==> config.mk <==
export PLATFORM = sky130hd
export DESIGN_NAME = adaptive_delta_mod_encoder_unit_flat
export DESIGN_NICKNAME = d
export VERILOG_FILES = /design/src/rtl/adme_pkg.sv /design/src/rtl/adme_ifs.sv /design/src/rtl/adaptive_delta_mod_encoder_unit.sv /design/src/rtl/adme_cell.sv /design/src/rtl/adme_window.sv /design/src/rtl/adme_thresh.sv /design/src/rtl/adme_decide.sv /design/src/flat_wrapper.sv
export SDC_FILE = /design/constraint.sdc
export NUM_CORES = 2
export LEC_CHECK = 0
export BUFFER_PORTS_ARGS = -buffer_cell sky130_fd_sc_hd__buf_2
export CORE_ASPECT_RATIO = 0.75
export CORE_MARGIN = 4
export CORE_UTILIZATION = 30
export CTS_CLUSTER_SIZE = 28
export DETAILED_ROUTE_END_ITERATION = 7
export SLEW_MARGIN = 10
export SYNTH_ARGS = -nofsm -noshare
export SYNTH_HDL_FRONTEND = slang
export SYNTH_SLANG_ARGS = --single-unit
export TNS_END_PERCENT = 30
==> constraint.sdc <==
create_clock -name clk -period 45.7 [get_ports clk]
set_input_delay 2.285 -clock clk [delete_from_list [all_inputs] [get_ports clk]]
set_output_delay 2.285 -clock clk [all_outputs]
set_load 0.01 [all_outputs]
==> src/rtl/adme_pkg.sv <==
// Package for the adaptive delta modulation encoder.
// Shared widths, reset and clamp constants, pipeline control struct and a width helper.
// No dependencies.
`default_nettype none

package adme_pkg;

    localparam int SAMPLE_W = 16;
    localparam int MAG_W    = 16;
    localparam int STEP_W   = 15;
    localparam int THR_W    = 17;

    localparam logic [STEP_W-1:0]          STEP_RESET = 15'd839;
    localparam logic signed [SAMPLE_W-1:0] EST_MAX    = 16'sh7FFF;
    localparam logic signed [SAMPLE_W-1:0] EST_MIN    = 16'sh8000;

    // Per-stage load strobes, driven by the top-level handshake logic
    typedef struct packed {
        logic in_xfer;
        logic adv2;
        logic adv3;
        logic adv_out;
    } pipe_ctl_t;

    // Bits needed for the sum of a full window of magnitudes
    function automatic int sum_width(input int window);
        return $clog2(window * 32768 + 1);
    endfunction

endpackage

`default_nettype wire

==> src/rtl/adme_ifs.sv <==
// Valid/ready channel interfaces for samples in and code bits out.
// Depends on adme_pkg for field widths.
`default_nettype none

interface adme_sample_if;
    import adme_pkg::*;

    logic                       valid;
    logic                       ready;
    logic signed [SAMPLE_W-1:0] sample;
    logic                       last_of_stream;

    modport source (output valid, output sample, output last_of_stream, input ready);
    modport sink   (input valid, input sample, input last_of_stream, output ready);
endinterface

interface adme_code_if;
    logic valid;
    logic ready;
    logic code_bit;
    logic last_bit;

    modport source (output valid, output code_bit, output last_bit, input ready);
    modport sink   (input valid, input code_bit, input last_bit, output ready);
endinterface

`default_nettype wire

==> src/rtl/adaptive_delta_mod_encoder_unit.sv <==
// Adaptive one-bit delta modulation encoder, top level.
// A sample passes four registered stages in order (window sum, mean multiply,
// threshold, decision loop) before its code bit shows valid. Throughput: one
// sample per cycle while codes.ready is high; each stage stalls only when full.
// Reset: async active low; clears estimate, flag, window sum, fill count,
// pipeline valids and sets step_size to 839. Delay line contents are not reset.
`default_nettype none

module adaptive_delta_mod_encoder_unit
    import adme_pkg::*;
#(
    parameter int WINDOW = 100
)
(
    input  wire logic              clk,
    input  wire logic              rst_n,
    adme_sample_if.sink            samples,
    adme_code_if.source            codes,
    input  wire logic              cfg_we,
    input  wire logic [STEP_W-1:0] cfg_wdata
);

    localparam int SUM_W = sum_width(WINDOW);

    logic [STEP_W-1:0] step_size_reg;

    logic v1_reg;
    logic v2_reg;
    logic v3_reg;
    logic vout_reg;
    logic rdy1;
    logic rdy2;
    logic rdy3;
    logic rdy_out;
    pipe_ctl_t ctl;

    logic signed [SAMPLE_W-1:0] s1_sample;
    logic                       s1_last;
    logic [SUM_W-1:0]           s1_sum;
    logic                       s1_full;
    logic signed [SAMPLE_W-1:0] s3_sample;
    logic                       s3_last;
    logic [THR_W-1:0]           s3_thr;

    always_ff @(posedge clk or negedge rst_n)
    begin
        if (!rst_n)
        begin
            step_size_reg <= STEP_RESET;
        end
        else if (cfg_we)
        begin
            step_size_reg <= cfg_wdata;
        end
    end

    // A stage can load when it is empty or its content moves on
    assign rdy_out = !vout_reg || codes.ready;
    assign rdy3    = !v3_reg || rdy_out;
    assign rdy2    = !v2_reg || rdy3;
    assign rdy1    = !v1_reg || rdy2;

    assign ctl.in_xfer = rdy1 && samples.valid;
    assign ctl.adv2    = rdy2 && v1_reg;
    assign ctl.adv3    = rdy3 && v2_reg;
    assign ctl.adv_out = rdy_out && v3_reg;

    always_ff @(posedge clk or negedge rst_n)
    begin
        if (!rst_n)
        begin
            v1_reg   <= 1'b0;
            v2_reg   <= 1'b0;
            v3_reg   <= 1'b0;
            vout_reg <= 1'b0;
        end
        else
        begin
            if (rdy1)
            begin
                v1_reg <= samples.valid;
            end
            if (rdy2)
            begin
                v2_reg <= v1_reg;
            end
            if (rdy3)
            begin
                v3_reg <= v2_reg;
            end
            if (rdy_out)
            begin
                vout_reg <= v3_reg;
            end
        end
    end

    assign samples.ready = rdy1;
    assign codes.valid   = vout_reg;

    adme_window #(
        .WINDOW (WINDOW)
    ) u_window (
        .clk            (clk),
        .rst_n          (rst_n),
        .ctl            (ctl),
        .sample         (samples.sample),
        .last_of_stream (samples.last_of_stream),
        .s1_sample      (s1_sample),
        .s1_last        (s1_last),
        .s1_sum         (s1_sum),
        .s1_full        (s1_full)
    );

    adme_thresh #(
        .WINDOW (WINDOW)
    ) u_thresh (
        .clk       (clk),
        .ctl       (ctl),
        .step_size (step_size_reg),
        .s1_sample (s1_sample),
        .s1_last   (s1_last),
        .s1_sum    (s1_sum),
        .s1_full   (s1_full),
        .s3_sample (s3_sample),
        .s3_last   (s3_last),
        .s3_thr    (s3_thr)
    );

    adme_decide u_decide (
        .clk       (clk),
        .rst_n     (rst_n),
        .ctl       (ctl),
        .step_size (step_size_reg),
        .s3_sample (s3_sample),
        .s3_last   (s3_last),
        .s3_thr    (s3_thr),
        .code_bit  (codes.code_bit),
        .last_bit  (codes.last_bit)
    );

endmodule

`default_nettype wire

==> src/rtl/adme_cell.sv <==
// One cell of the magnitude delay line: holds one sample magnitude.
// Depends on adme_pkg.
`default_nettype none

module adme_cell
    import adme_pkg::*;
(
    input  wire logic             clk,
    input  wire logic             shift_en,
    input  wire logic [MAG_W-1:0] d,
    output logic      [MAG_W-1:0] q
);

    logic [MAG_W-1:0] q_reg;

    always_ff @(posedge clk)
    begin
        if (shift_en)
        begin
            q_reg <= d;
        end
    end

    assign q = q_reg;

endmodule

`default_nettype wire

==> src/rtl/adme_window.sv <==
// Sliding window of sample magnitudes: chain of adme_cell, running sum, fill count.
// First pipeline stage. Depends on adme_pkg and adme_cell.
`default_nettype none

module adme_window
    import adme_pkg::*;
#(
    parameter int WINDOW = 100,
    localparam int SUM_W = sum_width(WINDOW)
)
(
    input  wire logic                       clk,
    input  wire logic                       rst_n,
    input  wire pipe_ctl_t                  ctl,
    input  wire logic signed [SAMPLE_W-1:0] sample,
    input  wire logic                       last_of_stream,
    output logic signed [SAMPLE_W-1:0]      s1_sample,
    output logic                            s1_last,
    output logic [SUM_W-1:0]                s1_sum,
    output logic                            s1_full
);

    localparam int FILL_W = $clog2(WINDOW + 1);

    logic [MAG_W-1:0]  mag;
    logic [MAG_W-1:0]  tap [WINDOW];
    logic              full;
    logic [SUM_W-1:0]  sum_reg;
    logic [SUM_W-1:0]  sum_next;
    logic [FILL_W-1:0] fill_reg;
    logic [FILL_W-1:0] fill_next;

    logic signed [SAMPLE_W-1:0] s1_sample_reg;
    logic                       s1_last_reg;
    logic [SUM_W-1:0]           s1_sum_reg;
    logic                       s1_full_reg;

    // Most negative sample maps to 0x8000, which is its true magnitude
    assign mag = sample[SAMPLE_W-1] ? MAG_W'(~sample + 1'b1) : MAG_W'(sample);

    genvar gi;
    generate
        for (gi = 0; gi < WINDOW; gi++)
        begin : g_cell
            if (gi == 0)
            begin : g_head
                adme_cell u_cell (
                    .clk      (clk),
                    .shift_en (ctl.in_xfer),
                    .d        (mag),
                    .q        (tap[gi])
                );
            end
            else
            begin : g_body
                adme_cell u_cell (
                    .clk      (clk),
                    .shift_en (ctl.in_xfer),
                    .d        (tap[gi-1]),
                    .q        (tap[gi])
                );
            end
        end
    endgenerate

    assign full = (fill_reg == FILL_W'(WINDOW));

    // Drop the oldest magnitude once the window is full
    assign sum_next = sum_reg + SUM_W'(mag) - (full ? SUM_W'(tap[WINDOW-1]) : '0);

    assign fill_next = full ? fill_reg : fill_reg + 1'b1;

    always_ff @(posedge clk or negedge rst_n)
    begin
        if (!rst_n)
        begin
            sum_reg  <= '0;
            fill_reg <= '0;
        end
        else if (ctl.in_xfer)
        begin
            sum_reg  <= last_of_stream ? '0 : sum_next;
            fill_reg <= last_of_stream ? '0 : fill_next;
        end
    end

    always_ff @(posedge clk)
    begin
        if (ctl.in_xfer)
        begin
            s1_sample_reg <= sample;
            s1_last_reg   <= last_of_stream;
            s1_sum_reg    <= sum_next;
            s1_full_reg   <= full;
        end
    end

    assign s1_sample = s1_sample_reg;
    assign s1_last   = s1_last_reg;
    assign s1_sum    = s1_sum_reg;
    assign s1_full   = s1_full_reg;

endmodule

`default_nettype wire

==> src/rtl/adme_thresh.sv <==
// Window mean by reciprocal multiply, then decision threshold.
// Second and third pipeline stages. Depends on adme_pkg.
`default_nettype none

module adme_thresh
    import adme_pkg::*;
#(
    parameter int WINDOW = 100,
    localparam int SUM_W = sum_width(WINDOW)
)
(
    input  wire logic                       clk,
    input  wire pipe_ctl_t                  ctl,
    input  wire logic [STEP_W-1:0]          step_size,
    input  wire logic signed [SAMPLE_W-1:0] s1_sample,
    input  wire logic                       s1_last,
    input  wire logic [SUM_W-1:0]           s1_sum,
    input  wire logic                       s1_full,
    output logic signed [SAMPLE_W-1:0]      s3_sample,
    output logic                            s3_last,
    output logic [THR_W-1:0]                s3_thr
);

    // floor(x / WINDOW) == (x * RECIP) >> SH for every x below 2**SUM_W
    localparam int LOG_W   = $clog2(WINDOW);
    localparam int SH      = SUM_W + LOG_W;
    localparam int RECIP_W = SUM_W + 1;
    localparam int PROD_W  = SUM_W + RECIP_W;
    localparam logic [63:0] RECIP_FULL =
        ((64'd1 << SH) + 64'(WINDOW) - 64'd1) / 64'(WINDOW);
    localparam logic [RECIP_W-1:0] RECIP = RECIP_FULL[RECIP_W-1:0];

    logic [PROD_W-1:0] prod;

    logic signed [SAMPLE_W-1:0] s2_sample_reg;
    logic                       s2_last_reg;
    logic                       s2_full_reg;
    logic [MAG_W-1:0]           s2_mean_reg;

    logic signed [SAMPLE_W-1:0] s3_sample_reg;
    logic                       s3_last_reg;
    logic [THR_W-1:0]           s3_thr_reg;

    assign prod = PROD_W'(s1_sum) * PROD_W'(RECIP);

    always_ff @(posedge clk)
    begin
        if (ctl.adv2)
        begin
            s2_sample_reg <= s1_sample;
            s2_last_reg   <= s1_last;
            s2_full_reg   <= s1_full;
            s2_mean_reg   <= prod[SH +: MAG_W];
        end
    end

    // Bare step size until the window has filled
    always_ff @(posedge clk)
    begin
        if (ctl.adv3)
        begin
            s3_sample_reg <= s2_sample_reg;
            s3_last_reg   <= s2_last_reg;
            s3_thr_reg    <= THR_W'(step_size)
                             + (s2_full_reg ? THR_W'(s2_mean_reg) : '0);
        end
    end

    assign s3_sample = s3_sample_reg;
    assign s3_last   = s3_last_reg;
    assign s3_thr    = s3_thr_reg;

endmodule

`default_nettype wire

==> src/rtl/adme_decide.sv <==
// Decision loop: estimate, alternate flag, code bit; drives the output register.
// Last pipeline stage. Depends on adme_pkg.
`default_nettype none

module adme_decide
    import adme_pkg::*;
(
    input  wire logic                       clk,
    input  wire logic                       rst_n,
    input  wire pipe_ctl_t                  ctl,
    input  wire logic [STEP_W-1:0]          step_size,
    input  wire logic signed [SAMPLE_W-1:0] s3_sample,
    input  wire logic                       s3_last,
    input  wire logic [THR_W-1:0]           s3_thr,
    output logic                            code_bit,
    output logic                            last_bit
);

    logic signed [SAMPLE_W-1:0] est_reg;
    logic signed [SAMPLE_W-1:0] est_next;
    logic                       toggle_reg;
    logic                       toggle_next;
    logic                       code_bit_reg;
    logic                       last_bit_reg;

    logic signed [SAMPLE_W:0]   dlt;
    logic [THR_W-1:0]           adlt;
    logic                       bit_c;
    logic signed [SAMPLE_W+1:0] est_w;
    logic signed [SAMPLE_W+1:0] step_w;
    logic signed [SAMPLE_W+1:0] moved;
    logic signed [SAMPLE_W-1:0] clamped;

    always_comb
    begin
        dlt    = {s3_sample[SAMPLE_W-1], s3_sample} - {est_reg[SAMPLE_W-1], est_reg};
        adlt   = dlt[SAMPLE_W] ? THR_W'(-dlt) : THR_W'(dlt);
        // Small delta: follow the alternate flag, else the sign of the delta
        bit_c  = (adlt < s3_thr) ? toggle_reg : ~dlt[SAMPLE_W];
        est_w  = {{2{est_reg[SAMPLE_W-1]}}, est_reg};
        step_w = {3'b000, step_size};
        moved  = bit_c ? est_w + step_w : est_w - step_w;
        priority if (moved > 18'sd32767)
        begin
            clamped = EST_MAX;
        end
        else if (moved < -18'sd32768)
        begin
            clamped = EST_MIN;
        end
        else
        begin
            clamped = moved[SAMPLE_W-1:0];
        end
        // Flag ends as the complement of the emitted bit, or cleared on the last sample
        est_next    = s3_last ? '0 : clamped;
        toggle_next = s3_last ? 1'b0 : ~bit_c;
    end

    always_ff @(posedge clk or negedge rst_n)
    begin
        if (!rst_n)
        begin
            est_reg    <= '0;
            toggle_reg <= 1'b0;
        end
        else if (ctl.adv_out)
        begin
            est_reg    <= est_next;
            toggle_reg <= toggle_next;
        end
    end

    always_ff @(posedge clk)
    begin
        if (ctl.adv_out)
        begin
            code_bit_reg <= bit_c;
            last_bit_reg <= s3_last;
        end
    end

    assign code_bit = code_bit_reg;
    assign last_bit = last_bit_reg;

endmodule

`default_nettype wire

==> src/flat_wrapper.sv <==
// flat-port wrapper written by rule: the top's interface ports become plain ports
module adaptive_delta_mod_encoder_unit_flat import adme_pkg::*;
#(
    parameter int WINDOW = 100
)
  (clk, rst_n, cfg_we, cfg_wdata, samples_valid, samples_sample, samples_last_of_stream, samples_ready, codes_valid, codes_code_bit, codes_last_bit, codes_ready);
  adme_sample_if samples_i ();
  adme_code_if codes_i ();
  input  wire logic clk;
  input  wire logic rst_n;
  input  wire logic cfg_we;
  input  wire logic [STEP_W-1:0] cfg_wdata;
  input wire logic [$bits(samples_i.valid)-1:0] samples_valid;
  input wire logic [$bits(samples_i.sample)-1:0] samples_sample;
  input wire logic [$bits(samples_i.last_of_stream)-1:0] samples_last_of_stream;
  output wire logic [$bits(samples_i.ready)-1:0] samples_ready;
  output wire logic [$bits(codes_i.valid)-1:0] codes_valid;
  output wire logic [$bits(codes_i.code_bit)-1:0] codes_code_bit;
  output wire logic [$bits(codes_i.last_bit)-1:0] codes_last_bit;
  input wire logic [$bits(codes_i.ready)-1:0] codes_ready;
  assign samples_i.valid = samples_valid;
  assign samples_i.sample = samples_sample;
  assign samples_i.last_of_stream = samples_last_of_stream;
  assign samples_ready = samples_i.ready;
  assign codes_valid = codes_i.valid;
  assign codes_code_bit = codes_i.code_bit;
  assign codes_last_bit = codes_i.last_bit;
  assign codes_i.ready = codes_ready;
  adaptive_delta_mod_encoder_unit #(.WINDOW(WINDOW)) u_core (.clk(clk), .rst_n(rst_n), .samples(samples_i), .codes(codes_i), .cfg_we(cfg_we), .cfg_wdata(cfg_wdata));
endmodule
==> results_dict.tcl <==
set metrics [dict create \
    status "complete, no violations" \
    rr_endpoint "u_core.u_decide.est_reg[2]$_DFFE_PN0P_" \
    synth_edf_count 1709 \
    core_area_mm2 0.2209 \
    die_h_um 416.9 \
    whs_ns 0.3768 \
    required_ns 46.39 \
    rows 149 \
    post_cts_resized 0 \
    grt-ovfl-total 0 \
    antenna_found_initial 17 \
    cts-htree-levels 4 \
    cts.sinks 1774 \
    initial_core_util 0.3028 \
    start_kind "flip-flop" \
    vias_per_cell 4.211 \
    gp_congestion 0.8046 \
    arrival_ns 9.76 \
    via_count 28009 \
    critPathMaxFanout 17 \
    drc 0 \
    crit_path_start "u_core.u_decide.est_reg[1]$_DFFE_PN0P_" \
    grt_pass1_wl_um 164900 \
    final_util 0.3461 \
    first_global_vias 27958 \
    end_kind "flip-flop" \
    first_pass_iters 5 \
    clock_latency_ns 0.79 \
    yosys.area.top_type_share 0.7672 \
    reg2reg_from "u_core.u_decide.est_reg[1]$_DFFE_PN0P_" \
    post-route-period-util 0.1986 \
    synth_area_leaders "edfxtp_1 (77%), ha_1 (6.1%), fa_1 (5.9%)" \
    largest_register_ffs 1584 \
    period_minus_slack_ns 9.074 \
    syn2layout_area_growth_pct 14.30 \
    cts_tree "done" \
    post-cts-setup-buffers 0 \
    wire_per_inst_um 15.81 \
    fin_worst_skew_ns 0.05194 \
    grt_usage 0.09028 \
    hold_path_class "flip-flop to flip-flop" \
    ys_top_cells_by_count "edfxtp_1 (1709), ha_1 (327), inv_1 (311)" \
    crit_slowest_cell "a21boi_1" \
    worstMarginPinSlew_ns 1.255 \
    max_freq_mhz 110.2 \
    clk_pin_slew_worst_paths_ns 0.06 \
    async_flop_share 0.03664 \
    slew_headroom 0.1615 \
    drive_gt1_frac 0.09221 \
    dieArea_mm2 0.2307 \
    max_stage_delay_ns 1.01 \
    rrSetupSlack_ns 36.63 \
    cap_violations 0 \
    yosys_warnings 0 \
    cts_made_buffers 170 \
    crit_path_end "u_core.u_decide.est_reg[2]$_DFFE_PN0P_" \
    criticalPathCategory "flip-flop to flip-flop" \
    yosys_register_bits 1774 \
    fp.dieW_um 553.2 \
    syn_inst 3346 \
    ys_seq_area_frac 0.7916 \
    io_buffer_count 40 \
    grt_max_degree 230 \
    wirelength_um 105200 \
    synth_cell_types 74 \
    hold_buffers 0 \
    syn_area_mm2 0.06689 \
    r2r_cells 31 \
    cp_common_cell "ha_1" \
    hold_violations 0 \
    synth_area_per_cell_um2 19.99 \
    drv_slew 0 \
    dominantRegCellSynth "edfxtp_1" \
    io_pins 41 \
    post-dp-hpwl_um 63150 \
    rsz0062_at_grt "no" \
    cts-root-buf "clkbuf_16" \
    setup_viol 0 \
    nets 4121 \
    syn-num-nets 3907 \
    synth_most_common_cell "edfxtp_1" \
    synth_top_area_cell "edfxtp_1" \
    drt-initial-drc-count 2727 \
    clock_path_buffers 3 \
    ant_nets 0 \
    setup_tns_ns 0 \
]
==> final cells by class <==
type	count	area [um^2]
fill	20523	144500
sequential	1774	52950
multi-input combinational	1242	12700
clock buffer	201	4402
tap	2944	3684
inverter	311	1175
clock inverter	109	1125
timing repair buffer	61	395.4
antenna	9	22.52
==> routing by layer <==
layer / share of wire / routed length (um) / GRT usage / vias to the layer above
met1: 0.54 / 57270 / 0.1486 / 14348
met2: 0.38 / 39610 / 0.1125 / 531
met4: 0.020 / 2085 / 0.02475 / 0
met5: 0 / 0 / 0 / -
met3: 0.059 / 6186 / 0.02482 / 169
li1: - / - / - / 12961
==> critical path, delay by kind of cell, from the launching register on <==
family | cells | cell delay [ns]
DFF | 1 | 0.48
AOI/OAI and AO/OA | 15 | 4.61
muxes | 1 | 0.58
buffers and inverters | 2 | 0.33
adders and majority gates | 3 | 0.77
and+or+nand+nor | 6 | 1.30
xor gates and xnor gates | 4 | 0.89
==> layout by cell type, fill, tap and decap left out, drive strengths merged, types with 11 or more instances in the layout <==
| cell type | count |
|---|---|
| edfxtp | 1709 |
| ha | 327 |
| inv | 320 |
| clkbuf | 201 |
| fa | 197 |
| nand2 | 87 |
| xnor2 | 86 |
| clkinv | 78 |
| a21oi | 69 |
| nor2 | 63 |
| buf | 61 |
| dfrtp | 59 |
| o21ai | 57 |
| a21o | 35 |
| xor2 | 34 |
| and2 | 28 |
| nand3 | 23 |
| nand2b | 19 |
| nor3 | 17 |
| nor2b | 15 |
| mux2 | 14 |
| o31ai | 13 |
| a221o | 13 |
| a22o | 12 |
| a31oi | 11 |
| bufinv | 11 |
| clkinvlp | 11 |
==> kinds of logic after synthesis <==
logic type | share of synthesized area
AO/OA/AOI/OAI | 0.02731
XOR/XNOR | 0.01616
adder cells (fa/ha/maj) | 0.1204
buffers and inverters | 0.01857
flip-flops | 0.7916
multiplexers | 0.002694
AND/OR/NAND/NOR | 0.02319
==> worst min-delay path by stage <==
stage | from | end | slack [ns] | depth (start not counted)
detailed placement | u_core.u_window.g_cell[11].g_body.u_cell.q[4]$_DFFE_PP_ | u_core.u_window.g_cell[12].g_body.u_cell.q[4]$_DFFE_PP_ | 0.40 | 0
finish | u_core.u_window.s1_sample[3]$_DFFE_PP_ | u_core.u_thresh.s2_sample_reg[3]$_DFFE_PP_ | 0.38 | 0
global route | u_core.u_window.g_cell[75].g_body.u_cell.q[9]$_DFFE_PP_ | u_core.u_window.g_cell[76].g_body.u_cell.q[9]$_DFFE_PP_ | 0.39 | 0
global placement | u_core.u_window.g_cell[92].g_body.u_cell.q[0]$_DFFE_PP_ | u_core.u_window.g_cell[93].g_body.u_cell.q[0]$_DFFE_PP_ | 0.40 | 0
floorplan | u_core.u_window.s1_full$_DFFE_PP_ | u_core.u_thresh.s2_full_reg$_DFFE_PP_ | 0.40 | 0
CTS | u_core.u_window.s1_sample[3]$_DFFE_PP_ | u_core.u_thresh.s2_sample_reg[3]$_DFFE_PP_ | 0.38 | 0
==> per-stage QoR <==
| step | setup slack, ns | std cells | area [um^2] |
|---|---|---|---|
| after floorplan | 20.79 | 3346 | 66890 |
| after global routing | 36.03 | 6644 | 76440 |
| after global placement | 36.75 | 6332 | 70910 |
| after CTS | 36.66 | 6642 | 76430 |
| after detailed placement | 36.73 | 6332 | 70910 |
| final | 36.63 | 6651 | 76460 |
Power is not shown: default switching activity piles up to over one toggle a cycle in this logic, so the estimate is an artifact.
